File: src/hw/rtl/assert_macros.svh
// Assertion helpers shared by the RTL. Synthesis builds define SYNTH and get empty bodies.
`ifndef ASSERT_MACROS_SVH
`define ASSERT_MACROS_SVH

`ifndef SYNTH

// The expression must hold at every clock edge outside reset.
`define IGEMM_ASSERT(lbl, clk, rstn, expr) \
  lbl: assert property (@(posedge clk) disable iff (!(rstn)) (expr)) \
    else $error("assertion failed");

// The consequent must hold in the cycle of the antecedent.
`define IGEMM_ASSERT_SAME(lbl, clk, rstn, ante, cons) \
  lbl: assert property (@(posedge clk) disable iff (!(rstn)) (ante) |-> (cons)) \
    else $error("assertion failed");

// The consequent must hold in the cycle after the antecedent.
`define IGEMM_ASSERT_NEXT(lbl, clk, rstn, ante, cons) \
  lbl: assert property (@(posedge clk) disable iff (!(rstn)) (ante) |=> (cons)) \
    else $error("assertion failed");

`else

`define IGEMM_ASSERT(lbl, clk, rstn, expr)
`define IGEMM_ASSERT_SAME(lbl, clk, rstn, ante, cons)
`define IGEMM_ASSERT_NEXT(lbl, clk, rstn, ante, cons)

`endif

`endif

File: src/hw/rtl/igemm_pkg.sv
`default_nettype none

package igemm_pkg;

  localparam int MaxDim    = 8;
  localparam int DimW      = $clog2(MaxDim);
  localparam int CntW      = $clog2(MaxDim + 1);
  localparam int DataW     = 32;
  localparam int StoreDepth = MaxDim * MaxDim;
  localparam int AddrW     = $clog2(StoreDepth);
  localparam int CfgIdxW   = 2;
  localparam int CfgDataW  = 4;

  // Command kinds.
  localparam logic [1:0] KIND_LOAD_LEFT  = 2'd0;
  localparam logic [1:0] KIND_LOAD_RIGHT = 2'd1;
  localparam logic [1:0] KIND_RUN        = 2'd2;

  // Configuration register indexes.
  localparam logic [CfgIdxW-1:0] CFG_ROW_COUNT   = 2'd0;
  localparam logic [CfgIdxW-1:0] CFG_INNER_DEPTH = 2'd1;
  localparam logic [CfgIdxW-1:0] CFG_COL_COUNT   = 2'd2;

  localparam logic [CntW-1:0] DIM_RESET = CntW'(MaxDim);

  typedef struct packed {
    logic [1:0]        kind;
    logic [2:0]        row_index;
    logic [2:0]        col_index;
    logic signed [31:0] element_value;
  } cmd_t;

  typedef struct packed {
    logic [2:0]  out_row;
    logic [2:0]  out_col;
    logic [30:0] out_value;
    logic        last;
  } res_t;

  // One term travelling down the cell chain.
  typedef struct packed {
    logic             valid;
    logic [DataW-1:0] a;
    logic [DimW-1:0]  d;
    logic             first;
    logic             last;
    logic             zero;
    logic [DimW-1:0]  row;
    logic             last_row;
  } tok_t;

  typedef enum logic [1:0] {
    ST_IDLE,
    ST_ISSUE,
    ST_DRAIN
  } seq_state_e;

  function automatic logic [CntW-1:0] clamp_dim(input logic [CntW-1:0] v);
    clamp_dim = (v > DIM_RESET) ? DIM_RESET : v;
  endfunction

endpackage

`default_nettype wire

File: src/hw/rtl/igemm_cell.sv
`default_nettype none

module igemm_cell
  import igemm_pkg::*;
(
  input  wire logic                  clk_i,
  input  wire logic                  rst_ni,
  input  wire logic [DimW-1:0]       idx_i,
  input  wire logic [CntW-1:0]       cols_i,
  input  wire logic                  wr_en_i,
  input  wire logic [DimW-1:0]       wr_row_i,
  input  wire logic [DimW-1:0]       wr_col_i,
  input  wire logic [DataW-1:0]      wr_data_i,
  input  wire tok_t                  tok_i,
  output      tok_t                  tok_o,
  output      logic                  res_valid_o,
  output      res_t                  res_o
);

  // This cell's column of the right matrix, one word per depth index.
  logic [DataW-1:0] col_q [MaxDim];
  tok_t             tok_q;
  tok_t             ptok_q;
  logic [DataW-1:0] prod_q;
  logic [DataW-1:0] acc_q;
  logic [DataW-1:0] acc_d;
  logic             res_valid_q;
  logic [DimW-1:0]  res_row_q;
  logic             res_last_q;
  logic             in_range;

  always_ff @(posedge clk_i) begin
    if (wr_en_i && (wr_col_i == idx_i)) begin
      col_q[wr_row_i] <= wr_data_i;
    end
  end

  assign in_range = {1'b0, idx_i} < cols_i;

  always_comb begin
    acc_d = ptok_q.first ? prod_q : acc_q + prod_q;
  end

  // The term moves forward one stage per cycle; only its valid bit is reset.
  always_ff @(posedge clk_i or negedge rst_ni) begin
    if (!rst_ni) begin
      tok_q.valid  <= 1'b0;
      ptok_q.valid <= 1'b0;
      res_valid_q  <= 1'b0;
    end else begin
      tok_q        <= tok_i;
      ptok_q       <= tok_q;
      res_valid_q  <= ptok_q.valid && ptok_q.last && in_range;
    end
  end

  // Payload stages: multiply, then accumulate.
  always_ff @(posedge clk_i) begin
    prod_q          <= tok_q.zero ? '0 : DataW'(tok_q.a * col_q[tok_q.d]);

    if (ptok_q.valid) begin
      acc_q <= acc_d;
    end
    res_row_q  <= ptok_q.row;
    res_last_q <= ptok_q.last_row && ({1'b0, idx_i} == (cols_i - CntW'(1)));
  end

  assign tok_o       = tok_q;
  assign res_valid_o = res_valid_q;

  always_comb begin
    res_o.out_row   = res_row_q;
    res_o.out_col   = idx_i;
    res_o.out_value = acc_q[DataW-1] ? '0 : acc_q[30:0];
    res_o.last      = res_last_q;
  end

endmodule

`default_nettype wire

File: config.mk
export PLATFORM = sky130hd
export DESIGN_NAME = igemm_cell
export DESIGN_NICKNAME = d
export VERILOG_FILES = /design/src/hw/rtl/assert_macros.svh /design/src/hw/rtl/igemm_pkg.sv /design/src/hw/rtl/igemm_cell.sv
export SDC_FILE = /design/constraint.sdc
export NUM_CORES = 2
export LEC_CHECK = 0
export ABC_CLOCK_PERIOD_IN_PS = 10950
export BUFFER_PORTS_ARGS = -buffer_cell sky130_fd_sc_hd__buf_4
export CORE_AREA = 4 4 270 272
export CTS_CLUSTER_DIAMETER = 30
export CTS_CLUSTER_SIZE = 28
export DETAILED_ROUTE_END_ITERATION = 7
export DIE_AREA = 0 0 274 276
export PLACE_DENSITY = 0.66
export SETUP_SLACK_MARGIN = 0.02
export SLEW_MARGIN = 5
export SYNTH_ARGS = -nofsm -noshare
export SYNTH_HDL_FRONTEND = slang
export SYNTH_SLANG_ARGS = --single-unit
File: constraint.sdc
create_clock -name clk_i -period 10.95 [get_ports clk_i]
set_clock_uncertainty 0.2 [all_clocks]
set_input_delay 1.095 -clock clk_i [delete_from_list [all_inputs] [get_ports clk_i]]
set_output_delay 1.095 -clock clk_i [all_outputs]
set_load 0.01 [all_outputs]
==> metrics.yaml <==
wl_per_cell_um: 21.57
crit_end: "prod_q[31]$_SDFF_PP0_"
cp.depth: 25
dominantRegCellSynth: "edfxtp_1"
fin_crit_sh: 0.8776
cts_num_sinks: 378
die_y_um: 276
grt_pass1_wl_um: 128000
drt_first_pass_iters: 5
vias_per_cell: 5.262
antenna_found_initial: 2
port_buffers: 172
clock.fmax_ghz: 0.1041
slew_headroom: 0.1528
gp_congestion: 0.8826
grt_max_degree: 63
die_w_um: 274
synthTopCellsByArea: "edfxtp_1 32%, fa_1 26%, ha_1 6.3%, inv_1 4.9%, nor2b_1 4.1%"
slowest_stage: "mux2i_2"
grt_pass1_vias: 22320
startpoint_type: "flop"
reg2reg_slack_ps: 1340
path_max_fanout: 27
final_common_cell: "fa_1"
ant_nets: 0
critPathBufInv: 4
synth_top_cell_area_share: 0.3212
vias: 20120
maxCapViolations: 0
syn_inst: 2625
grt-ovfl-total: 0
finalSetupTns_ps: 0
die-area_mm2: 0.07562
drt_iter0_markers: 1250
dp_hpwl_um: 59940
pin_count: 173
syn_nets: 3283
placementRows: 98
finish.net_count: 3469
htreeDepth: 3
grt_util_all_layers: 0.2216
holdBufCountCts: 0
start_util: 0.4439
post_cts_buffers: 0
path_delay_family: "adder cells"
cts_buffers: 73
rr_worst_depth: 25
register_area_mm2: 0.01095
crit_type: "reg2reg"
root_buffer: "clkbuf_16"
ys_seq_area_frac: 0.3485
clk_path_buf_depth: 3
worstPathArrival_ps: 9950
fin_crit_ps: 9609
mostFrequentLayoutCells: "409 x fa_1, 407 x inv_1, 336 x edfxtp_1"
synth_warnings: 0
hold_viol_final: 0
ys_seq_elements: 378
tightest_slew_ps: 1246
yosys.area.top_type: "edfxtp_1"
slew_viol_final: 0
synth-edff-count: 336
synth_area_mm2: 0.03141
cpPeakStageDelay_ps: 970
crit_path_end_kind: "flop"
drc_errors: 0
grt_setup_unrepaired: "false"
core-area_mm2: 0.07075
clk_latency_ps: 610
avgSynthCellArea_um2: 11.96
area_growth_pct: 15.99
fillers: 6015
hold_class: "reg2reg"
critical_path_required_ps: 11290
drive_above_1_share: 0.1505
worstReg2RegEnd: "prod_q[31]$_SDFF_PP0_"
async_flop_share: 0.007937
wirelength_um: 82470
finalSetupViolations: 0
synth.distinct_cells: 71
cts_tree: "yes"
cts-resized-gates: 0
status: "finished, final reports clean"
multiInputGateArea_mm2: 0.01842
path_clk_slew_ps: 50
path_common_cell: "fa_1"
-- state kept, by name, summed over array words and instances, names as in the netlist, named ones only --
| signal | count |
|---|---|
| col_q | 256 |
| acc_q | 32 |
| ptok_q | 7 |
| res_last_q | 1 |
| prod_q | 32 |
| res_valid_o | 1 |
| tok_o | 43 |
| res_row_q | 3 |
-- stage by stage --
stage	instances	area (um^2)	util	hold WS (ps)	setup slack, ps
after global routing	3822	36420	0.5148	154.9	873.3
after detailed placement	3686	33840	0.4783	128.8	1373
after floorplan	2625	31410	-	123.3	1892
final	3824	36430	0.5149	147.3	1341
after global placement	3686	33840	0.4783	126.4	1541
after CTS	3821	36420	0.5148	151.0	1350
-- synth_stat cells, types with 20 or more instances --
cell      instances
nand2_1         196
xor2_1           27
o21ai_0          48
mux4_2           31
and2_1          176
edfxtp_1        336
nor2b_1         204
fa_1            409
nor2_1           58
xnor2_1          76
ha_1            158
nand2b_1         52
mux4_1           20
mux2i_1          37
clkbuf_1         93
a21oi_1          51
inv_1           407
dfxtp_1          39
-- how the worst min path moves through the flow --
stage / from / endpoint / slack, ps / cells after the start
after detailed placement: ptok_q[2]$_DFFE_PP_ / res_row_q[1]$_DFF_P_ / 130 / 0
after CTS: ptok_q[3]$_DFFE_PP_ / res_row_q[2]$_DFF_P_ / 150 / 0
after global placement: ptok_q[2]$_DFFE_PP_ / res_row_q[1]$_DFF_P_ / 130 / 0
after floorplan: ptok_q[1]$_DFFE_PP_ / res_row_q[0]$_DFF_P_ / 120 / 0
final: ptok_q[3]$_DFFE_PP_ / res_row_q[2]$_DFF_P_ / 150 / 0
after global routing: ptok_q[3]$_DFFE_PP_ / res_row_q[2]$_DFF_P_ / 150 / 0
-- worst register-to-register path, delay by kind of cell (launching register included) --
kind / cells / cell delay, ps
fa+ha+maj: 9 / 4360
compound gates: 6 / 1630
simple gates: 3 / 480
xor+xnor: 1 / 430
mux: 2 / 1560
flops: 1 / 670
buf+inv: 4 / 210
-- cell type report --
class	instances	area share
Multi-Input combinational cell	1719	0.5057
Inverter	407	0.04194
Clock inverter	51	0.01892
Clock buffer	84	0.05186
Tap cell	950	0.03263
Timing Repair Buffer	232	0.04815
Antenna cell	3	0.0002061
Sequential cell	378	0.3006
-- cell families (layout without fill, tap and decap cells) --
family                     after synthesis  after routing  share of synthesized area
adders and majority gates              567            567                     0.3236
buffers and inverters                  528            774                    0.06848
and+or+nand+nor                        744            744                     0.1279
xor gates and xnor gates               108            108                    0.03191
DFF                                    378            378                     0.3485
AOI/OAI and AO/OA                      197            197                    0.04267
muxes                                  103            103                    0.05689
other                                    0              3                          0
-- metal layers --
metal | share of wire | wire length [um] | GRT usage | up-vias
li1 | - | - | - | 8893
met5 | 0 | 0 | 0 | -
met3 | 0.071 | 5824 | 0.05337 | 228
met1 | 0.39 | 31860 | 0.2727 | 10290
met2 | 0.50 | 41110 | 0.3738 | 709
met4 | 0.045 | 3675 | 0.09370 | 0
Power is left out: the tool's default activity adds up to more than one toggle a clock period on the data nets, which glitch-free logic cannot reach.
