<file path="src/hw/rtl/assert_macros.svh">
// Assertion helpers shared by the RTL. Synthesis builds define SYNTH and get empty bodies.
`ifndef ASSERT_MACROS_SVH
`define ASSERT_MACROS_SVH

`ifndef SYNTH

// The expression must hold at every clock edge outside reset.
`define IGEMM_ASSERT(lbl, clk, rstn, expr) \
  lbl: assert property (@(posedge clk) disable iff (!(rstn)) (expr)) \
    else $error("assertion failed");

// The consequent must hold in the cycle of the antecedent.
`define IGEMM_ASSERT_SAME(lbl, clk, rstn, ante, cons) \
  lbl: assert property (@(posedge clk) disable iff (!(rstn)) (ante) |-> (cons)) \
    else $error("assertion failed");

// The consequent must hold in the cycle after the antecedent.
`define IGEMM_ASSERT_NEXT(lbl, clk, rstn, ante, cons) \
  lbl: assert property (@(posedge clk) disable iff (!(rstn)) (ante) |=> (cons)) \
    else $error("assertion failed");

`else

`define IGEMM_ASSERT(lbl, clk, rstn, expr)
`define IGEMM_ASSERT_SAME(lbl, clk, rstn, ante, cons)
`define IGEMM_ASSERT_NEXT(lbl, clk, rstn, ante, cons)

`endif

`endif

</file>
<file path="src/hw/rtl/igemm_pkg.sv">
`default_nettype none

package igemm_pkg;

  localparam int MaxDim    = 8;
  localparam int DimW      = $clog2(MaxDim);
  localparam int CntW      = $clog2(MaxDim + 1);
  localparam int DataW     = 32;
  localparam int StoreDepth = MaxDim * MaxDim;
  localparam int AddrW     = $clog2(StoreDepth);
  localparam int CfgIdxW   = 2;
  localparam int CfgDataW  = 4;

  // Command kinds.
  localparam logic [1:0] KIND_LOAD_LEFT  = 2'd0;
  localparam logic [1:0] KIND_LOAD_RIGHT = 2'd1;
  localparam logic [1:0] KIND_RUN        = 2'd2;

  // Configuration register indexes.
  localparam logic [CfgIdxW-1:0] CFG_ROW_COUNT   = 2'd0;
  localparam logic [CfgIdxW-1:0] CFG_INNER_DEPTH = 2'd1;
  localparam logic [CfgIdxW-1:0] CFG_COL_COUNT   = 2'd2;

  localparam logic [CntW-1:0] DIM_RESET = CntW'(MaxDim);

  typedef struct packed {
    logic [1:0]        kind;
    logic [2:0]        row_index;
    logic [2:0]        col_index;
    logic signed [31:0] element_value;
  } cmd_t;

  typedef struct packed {
    logic [2:0]  out_row;
    logic [2:0]  out_col;
    logic [30:0] out_value;
    logic        last;
  } res_t;

  // One term travelling down the cell chain.
  typedef struct packed {
    logic             valid;
    logic [DataW-1:0] a;
    logic [DimW-1:0]  d;
    logic             first;
    logic             last;
    logic             zero;
    logic [DimW-1:0]  row;
    logic             last_row;
  } tok_t;

  typedef enum logic [1:0] {
    ST_IDLE,
    ST_ISSUE,
    ST_DRAIN
  } seq_state_e;

  function automatic logic [CntW-1:0] clamp_dim(input logic [CntW-1:0] v);
    clamp_dim = (v > DIM_RESET) ? DIM_RESET : v;
  endfunction

endpackage

`default_nettype wire

</file>
<file path="src/hw/rtl/igemm_seq.sv">
`default_nettype none

module igemm_seq
  import igemm_pkg::*;
(
  input  wire logic              clk_i,
  input  wire logic              rst_ni,
  input  wire logic              run_i,
  input  wire logic [CntW-1:0]   rows_i,
  input  wire logic [CntW-1:0]   dep_i,
  input  wire logic [CntW-1:0]   cols_i,
  input  wire logic              done_i,
  output      logic              busy_o,
  output      logic              rd_en_o,
  output      logic [AddrW-1:0]  rd_addr_o,
  output      tok_t              meta_o
);

  seq_state_e       state_q, state_d;
  logic [DimW-1:0]  row_q, row_d;
  logic [CntW-1:0]  step_q, step_d;
  logic [CntW-1:0]  dep_eff;
  logic [CntW-1:0]  period;
  logic             issue;
  tok_t             meta_d, meta_q;

  // Term metadata is registered so that it meets the registered left-store read data.
  always_ff @(posedge clk_i or negedge rst_ni) begin
    if (!rst_ni) begin
      state_q      <= ST_IDLE;
      row_q        <= '0;
      step_q       <= '0;
      meta_q.valid <= 1'b0;
    end else begin
      state_q      <= state_d;
      row_q        <= row_d;
      step_q       <= step_d;
      meta_q       <= meta_d;
    end
  end

  always_comb begin
    dep_eff = (dep_i == '0) ? CntW'(1) : dep_i;
    period  = (dep_eff > cols_i) ? dep_eff : cols_i;
    issue   = (state_q == ST_ISSUE) && (step_q < dep_eff);

    meta_d.valid    = issue;
    meta_d.a        = '0;
    meta_d.d        = step_q[DimW-1:0];
    meta_d.first    = (step_q == '0);
    meta_d.last     = (step_q == (dep_eff - CntW'(1)));
    meta_d.zero     = (dep_i == '0);
    meta_d.row      = row_q;
    meta_d.last_row = ({1'b0, row_q} == (rows_i - CntW'(1)));

    state_d = state_q;
    row_d   = row_q;
    step_d  = step_q;

    unique case (state_q)
      ST_IDLE: begin
        if (run_i) begin
          state_d = ST_ISSUE;
          row_d   = '0;
          step_d  = '0;
        end
      end
      ST_ISSUE: begin
        if (step_q == (period - CntW'(1))) begin
          step_d = '0;
          if (meta_d.last_row) begin
            state_d = ST_DRAIN;
          end else begin
            row_d = row_q + DimW'(1);
          end
        end else begin
          step_d = step_q + CntW'(1);
        end
      end
      ST_DRAIN: begin
        if (done_i) begin
          state_d = ST_IDLE;
        end
      end
      default: begin
        state_d = ST_IDLE;
      end
    endcase
  end

  assign busy_o    = (state_q != ST_IDLE);
  assign rd_en_o   = issue;
  assign rd_addr_o = {row_q, step_q[DimW-1:0]};
  assign meta_o    = meta_q;

endmodule

`default_nettype wire

</file>
<file path="config.mk">
export PLATFORM = sky130hd
export DESIGN_NAME = igemm_seq
export DESIGN_NICKNAME = d
export VERILOG_FILES = /design/src/hw/rtl/assert_macros.svh /design/src/hw/rtl/igemm_pkg.sv /design/src/hw/rtl/igemm_seq.sv
export SDC_FILE = /design/constraint.sdc
export NUM_CORES = 1
export LEC_CHECK = 0
export ABC_AREA = 1
export ABC_CLOCK_PERIOD_IN_PS = 1750
export BUFFER_PORTS_ARGS = -buffer_cell sky130_fd_sc_hd__clkbuf_2
export CAP_MARGIN = 20
export CORE_MARGIN = 2
export CORE_UTILIZATION = 37
export CTS_CLUSTER_SIZE = 10
export DETAILED_ROUTE_END_ITERATION = 6
export PLACE_DENSITY = 0.66
export SKIP_LAST_GASP = 1
export SLEW_MARGIN = 25
export SYNTH_ARGS = -nofsm -noshare
export SYNTH_HDL_FRONTEND = slang
export SYNTH_SLANG_ARGS = --single-unit
</file>
<file path="constraint.sdc">
create_clock -name clk_i -period 1.75 [get_ports clk_i]
set_clock_uncertainty 0.15 [all_clocks]
set_input_delay 0.175 -clock clk_i [delete_from_list [all_inputs] [get_ports clk_i]]
set_output_delay 0.175 -clock clk_i [all_outputs]
set_load 0.05 [all_outputs]
</file>
==> qor.yml, run 1 <==
power_and_ir_drop:
  power.leakage_nw: 1.24
  vdd_drop_max_mv: 0.577
  power.density_nw_per_um2: 1430
detailed_routing:
  drt_wl_total_um: 3500
  routed-via-count: 1428
  drc: 0
  first_pass_iters: 4
  postRouteAntennaNets: 0
  drt_iter0_markers: 50
  post_drt_wl_per_cell_um: 10.5
  avgViaCountPerCell: 4.29
critical_path:
  worstRegToRegCells: 12
  cp-end-kind: "register"
  crit_required_ns: 1.75
  critical_path_class: "input pin to register"
  startpoint: "dep_i[0]"
  endpoint: "row_q[1]"
  arrival_ns: 2.38
  startpoint_type: "input pin"
  reg2reg_slack_ns: 0.07
  cp_max_fo: 6
  r2r_end: "row_q[1]"
  rr_startpoint: "step_q[2]"
placed_design:
  portBuffers: 34
  placed_area_sq_um: 2060
  dpl_worst_slack_ns: -0.934
  hpwlAfterDp_um: 2660
  gp_congestion: 0.814
logic_synthesis:
  ys_types: 29
  avgSynthCellArea_sq_um: 8.21
  synthCells: 208
  yosysSeqAreaShare_pct: 32.2
  synthFlopType: "edfxtp_1"
  async_flop_share_pct: 50.0
  synth-edff-count: 10
  syn_area_sq_um: 1710
  yosys_warnings: 0
  synth_seq_cells: 20
finish:
  antenna_cells: 0
  area_growth_pct: 35.5
  multi_input_area_sq_um: 986
  fillers: 406
  drive_above_1_share_pct: 42.0
  seq_area_sq_um: 551
  layout_commonest_cell: "buf_4"
  nNetsFinal: 309
  design_area_sq_um: 2310
  final_cell_mix: "buf_4 (42), conb_1 (32), clkbuf_2 (31)"
outcome:
  outcome: "complete, but fails checks"
  violations: "setup timing"
timing:
  layout_setup_ws_ns: -0.630
  setup_violations: 10
  rsz0062_at_grt: "true"
  fin_crit_ns: 2.38
  fmax_ghz: 0.420
  drv_slew: 0
  min_period_over_period_pct: 136
  finalHoldViolations: 0
global_routing:
  grt_start_max_net_pins: 21
  grt_usage_pct: 13.8
  first_global_vias: 1276
  overflow: 0
  antenna_found_initial: 0
  grt_pass1_wl_um: 5590
clocking:
  clock_path_buffers: 2
  cts_sinks: 20
  cts.reportedPaths.clkPinSlew_ns: 0.08
  htree_levels: 1
  cts_tree: "done"
  cts_made_buffers: 3
  root_buffer: "clkbuf_8"
  clock_latency_ns: 0.26
worst_hold_path:
  hp-start: "done_i"
  min-delay-path-class: "input pin to register"
floorplan:
  die_area_sq_um: 5180
  start_util_pct: 38.7
  fp.dieH_um: 71.9
  core_area_sq_um: 4410
  num_io_pins: 67
  num_rows: 24
  chipWidth_um: 71.9
run:
  drv_cap: 0
## cell families after synthesis
logic type	count (synthesis)	synth area share (%)
and+or+nand+nor	83	25.4
DFF	20	32.2
buffers and inverters	69	23.5
xor gates and xnor gates	12	6.15
adders and majority gates	11	8.06
other	1	0.220
AOI/OAI and AO/OA	12	4.40
## stage by stage
stage	util (%)	total power [mW]	std cells	hold WS [ns]	TNS [ns]
CTS	50.8	3.26	328	0.0272	-5.09
finish	52.4	3.31	333	0.0402	-5.73
detailed placement	46.7	2.68	318	-0.000796	-8.33
global route	52.4	3.52	333	0.0642	-7.25
global placement	46.7	2.65	318	-0.00363	-7.93
floorplan	-	2.30	239	-0.271	-6.68
## registers in the layout, indices dropped and copies added, names as in the netlist
register / count
meta_o: 11
row_q: 3
state_q: 2
step_q: 4
## layer usage
| layer | track usage, % | wire (um) | up-vias |
|---|---|---|---|
| met2 | 24.8 | 1790 | 44 |
| met3 | 2.22 | 174 | 6 |
| met5 | 0 | 0 | - |
| met4 | 5.66 | 63 | 0 |
| met1 | 16.3 | 1480 | 649 |
| li1 | - | - | 729 |
## timing repair
action                                 CTS  global route
gates resized for setup                 13             9
setup endpoints to repair               10            10
pin swaps                                8            23
hold buffers                             1             0
buffers inserted                         5             5
endpoints found under the hold margin   10             0
## cell usage after synthesis (2+ instances only)
library cell	count	area [sq um]
nand3_1	12	60.1
edfxtp_1	10	300
inv_2	5	18.8
clkbuf_1	2	7.51
ha_1	11	138
nor2_1	14	52.6
nand2_2	5	31.3
xnor2_1	5	43.8
inv_1	24	90.1
a21oi_1	7	35.0
dfrtp_1	10	250
buf_4	38	285
nor2_2	3	18.8
nand4_1	3	18.8
nand2_1	34	128
nand3_2	2	20.0
nand2_4	5	56.3
xor2_1	7	61.3
## critical path: stages
cell and delay (ns):
buf_6 0.10, nor2_4 0.10, nand2_2 0.08, nor2_4 0.14, nor2_4 0.05, ha_4 0.25, nand2_2 0.04, nor2_2 0.11
nand2_2 0.11, nand3_1 0.16, nand2_4 0.08, ha_4 0.26, xor2_1 0.12, nand3_1 0.09, nor2_2 0.12, nand2_2 0.07
nand2_4 0.10, nand3_4 0.09, nand2_1 0.07, nand2_1 0.05
## report_power, final
| part | total, mW | leakage [nW] | switching [mW] | internal, mW |
|---|---|---|---|---|
| clock network | 0.456 | 0.0357 | 0.151 | 0.305 |
| registers | 0.749 | 0.221 | 0.0808 | 0.668 |
| logic | 2.10 | 0.984 | 1.39 | 0.713 |
## area by class of cell
cell class / count / share of cell area (%)
Multi-Input combinational cell: 150 / 42.6
Clock buffer: 3 / 1.78
Sequential cell: 20 / 23.8
Timing Repair Buffer: 78 / 22.9
Inverter: 29 / 4.81
Clock inverter: 1 / 1.30
Tap cell: 52 / 2.81
## worst min path at each step
stage | endpoint | slack, ns | depth (start not counted)
2_1_floorplan | meta_o[42] | -0.27 | 0
5_1_grt | state_q[1] | 0.06 | 3
6_report | state_q[1] | 0.04 | 3
4_1_cts | state_q[1] | 0.03 | 3
3_5_place_dp | meta_o[42] | -0.0008 | 1
3_3_place_gp | meta_o[42] | -0.004 | 1
Note: power is estimated with default switching activity, not from simulation.
==> inputs of run 2 (changes only) <==
--- a/config.mk
+++ b/config.mk
@@ -11,6 +11,7 @@
 export CAP_MARGIN = 20
 export CORE_MARGIN = 2
 export CORE_UTILIZATION = 37
+export CTS_CLUSTER_DIAMETER = 50
 export CTS_CLUSTER_SIZE = 10
 export DETAILED_ROUTE_END_ITERATION = 6
 export PLACE_DENSITY = 0.66
==> constraint.sdc (replaced) <==
create_clock -name clk_i -period 1.75 [get_ports clk_i]
set_clock_uncertainty 0.15 [all_clocks]
set_input_delay 0 -clock clk_i [delete_from_list [all_inputs] [get_ports clk_i]]
set_output_delay 0 -clock clk_i [all_outputs]
set_load 0.05 [all_outputs]
==> qor.yml, run 2 (synthesis gave the netlist of run 1 again) <==
finish:
  nNetsFinal: 303  # -1.9%
  largest_register_ffs: 11  # unchanged
  drive_above_1_share_pct: 39.3  # -2.7 points
  final_cell_mix: "buf_4 (34), conb_1 (32), clkbuf_2 (32)"
  antenna_cells: 0  # unchanged
  area_growth_pct: 31.2
  finalNonFillerCells: 327  # -1.8%
  fillers: 408  # +0.49%
  layout_commonest_cell: "buf_4"
floorplan:
  die_area_sq_um: 5180  # unchanged
  core_area_sq_um: 4410  # unchanged
  num_io_pins: 67  # unchanged
  start_util_pct: 38.7  # unchanged
  fp.dieH_um: 71.9  # unchanged
  chipWidth_um: 71.9  # unchanged
  num_rows: 24  # unchanged
timing:
  tns_ns: -3.49  # +2.25 ns
  finalHoldViolations: 0  # unchanged
  fin_crit_ns: 2.17  # -0.214 ns
  fmax_ghz: 0.462  # +9.9%
  min_period_over_period_pct: 124  # -12 points
  rsz0062_at_grt: "true"
  setup_violations: 10  # unchanged
  layout_setup_ws_ns: -0.416  # +0.214 ns
  timing.hold.ws_ns: 0.0292  # -0.0110 ns
  drv_slew: 0  # unchanged
critical_path:
  cpMaxStageDelayCell: "ha_4"
  worstRegToRegCells: 9  # -3
  reg2reg_slack_ns: 0.06  # about the same
  max_stage_delay_ns: 0.26  # about the same
  cp_cell_sequence: "clkbuf_8, nor2_4, nand2_2, nor2_4, nor2_2, ha_4, nand2_2, nor2_2, nand2_2, nand3_2, nand2_4, ha_4, xor2_2, inv_1, nand2_1, nand2_1, inv_1, nor2_2, nand2_2, nand2_4, nand3_4, nand2_1, nand2_1"
  arrival_ns: 2.16  # -0.22 ns
  crit_required_ns: 1.75  # about the same
  r2r_end: "row_q[0]"
  startpoint: "dep_i[1]"
  cp-end-kind: "register"
  critical_path_class: "input pin to register"
  startpoint_type: "input pin"
  endpoint: "row_q[0]"
  rr_startpoint: "row_q[0]"
  cp_max_fo: 5  # -1
global_routing:
  grt_start_max_net_pins: 21  # unchanged
  grt_usage_pct: 13.4  # -0.38 points
  overflow: 0  # unchanged
  antenna_found_initial: 0  # unchanged
  first_global_vias: 1276  # unchanged
  grt_pass1_wl_um: 5460  # -2.2%
power_and_ir_drop:
  power.density_nw_per_um2: 1430  # -0.16%
  vdd_drop_max_mv: 0.571  # -1.0%
  p_total_mw: 3.20  # -3.3%
  power.leakage_nw: 1.20  # -3.2%
clocking:
  cts.reportedPaths.clkPinSlew_ns: 0.08  # about the same
  cts_tree: "done"
  cts_sinks: 20  # unchanged
  clock_path_buffers: 2  # unchanged
  htree_levels: 1  # unchanged
  cts_made_buffers: 3  # unchanged
  root_buffer: "clkbuf_8"
  clock_latency_ns: 0.26  # about the same
placed_design:
  placedCellCount: 309  # -2.8%
  hpwlAfterDp_um: 2460  # -7.3%
  dpl_worst_slack_ns: -0.708  # +0.226 ns
  gp_congestion: 0.848  # +4.1%
  portBuffers: 34  # unchanged
worst_hold_path:
  min-delay-path-class: "input pin to register"
run:
  drv_cap: 0  # unchanged
detailed_routing:
  post_drt_wl_per_cell_um: 10.1  # -4.0%
  avgViaCountPerCell: 4.26  # -0.73%
  postRouteAntennaNets: 0  # unchanged
  drc: 0  # unchanged
  drt_iter0_markers: 54  # +8.0%
  routed-via-count: 1392  # -2.5%
  first_pass_iters: 5  # +1
  drt_wl_total_um: 3300  # -5.7%
outcome:
  violations: "setup timing"
  outcome: "complete, but fails checks"
[run 2: worst max-delay path: cells and delay by family]
kind | cells | cell delay [ns]
AND/OR/NAND/NOR | 17 | 1.36
adder cells (fa/ha/maj) | 2 | 0.42
buffers and inverters | 3 | 0.23
XOR/XNOR | 1 | 0.17
[run 2: what timing repair did]
item / in CTS / in global routing
hold endpoints to repair: 12 / 0
pin swaps: 3 / 5
endpoints found under the setup margin: 10 / 10
resized for setup: 7 / 4
hold buffers: 3 / 0
setup buffers: 7 / 3
gates cloned: 1 / 0
[run 2: where the power goes]
group          leakage, nW  switching [mW]  internal (mW)
Sequential           0.221           0.115          0.667
Combinational        0.943            1.31          0.638
Clock               0.0357           0.155          0.305
Total                 1.20            1.58           1.61
[run 2: how the worst min path moves through the flow]
stage | cells after the start | slack, ns | endpoint | startpoint
2_1_floorplan | 0 | -0.45 | meta_o[42] | rst_ni
3_5_place_dp | 1 | -0.17 | meta_o[42] | rst_ni
6_report | 4 | 0.03 | meta_o[0] | rows_i[3]
4_1_cts | 4 | 0.03 | meta_o[0] | rows_i[3]
5_1_grt | 4 | 0.05 | meta_o[0] | rows_i[3]
3_3_place_gp | 1 | -0.17 | meta_o[42] | rst_ni
[run 2: through the flow]
step	instance area, sq um	utilization [%]
floorplan	1870	-
global placement	2000	45.2
detailed placement	2000	45.2
CTS	2190	49.7
global route	2240	50.8
finish	2240	50.8
[run 2: layer usage]
metal / vias up / GRT usage (%) / part of all wire [%]
met4: 0 / 5.03 / 1.4
met2: 48 / 23.7 / 50
met5: - / 0 / 0
met3: 4 / 1.67 / 4.9
li1: 725 / - / -
met1: 615 / 16.7 / 44
[run 2: area by class of cell]
class                   count  area [sq um]  share of cell area (%)
multi-input cells         151           970                    43.3
flip-flops and latches     20           551                    24.6
repair buffers             71           473                    21.1
inverters                  29           111                    4.97
well taps                  52          65.1                    2.90
clock buffers               3          41.3                    1.84
clock inverters             1          30.0                    1.34
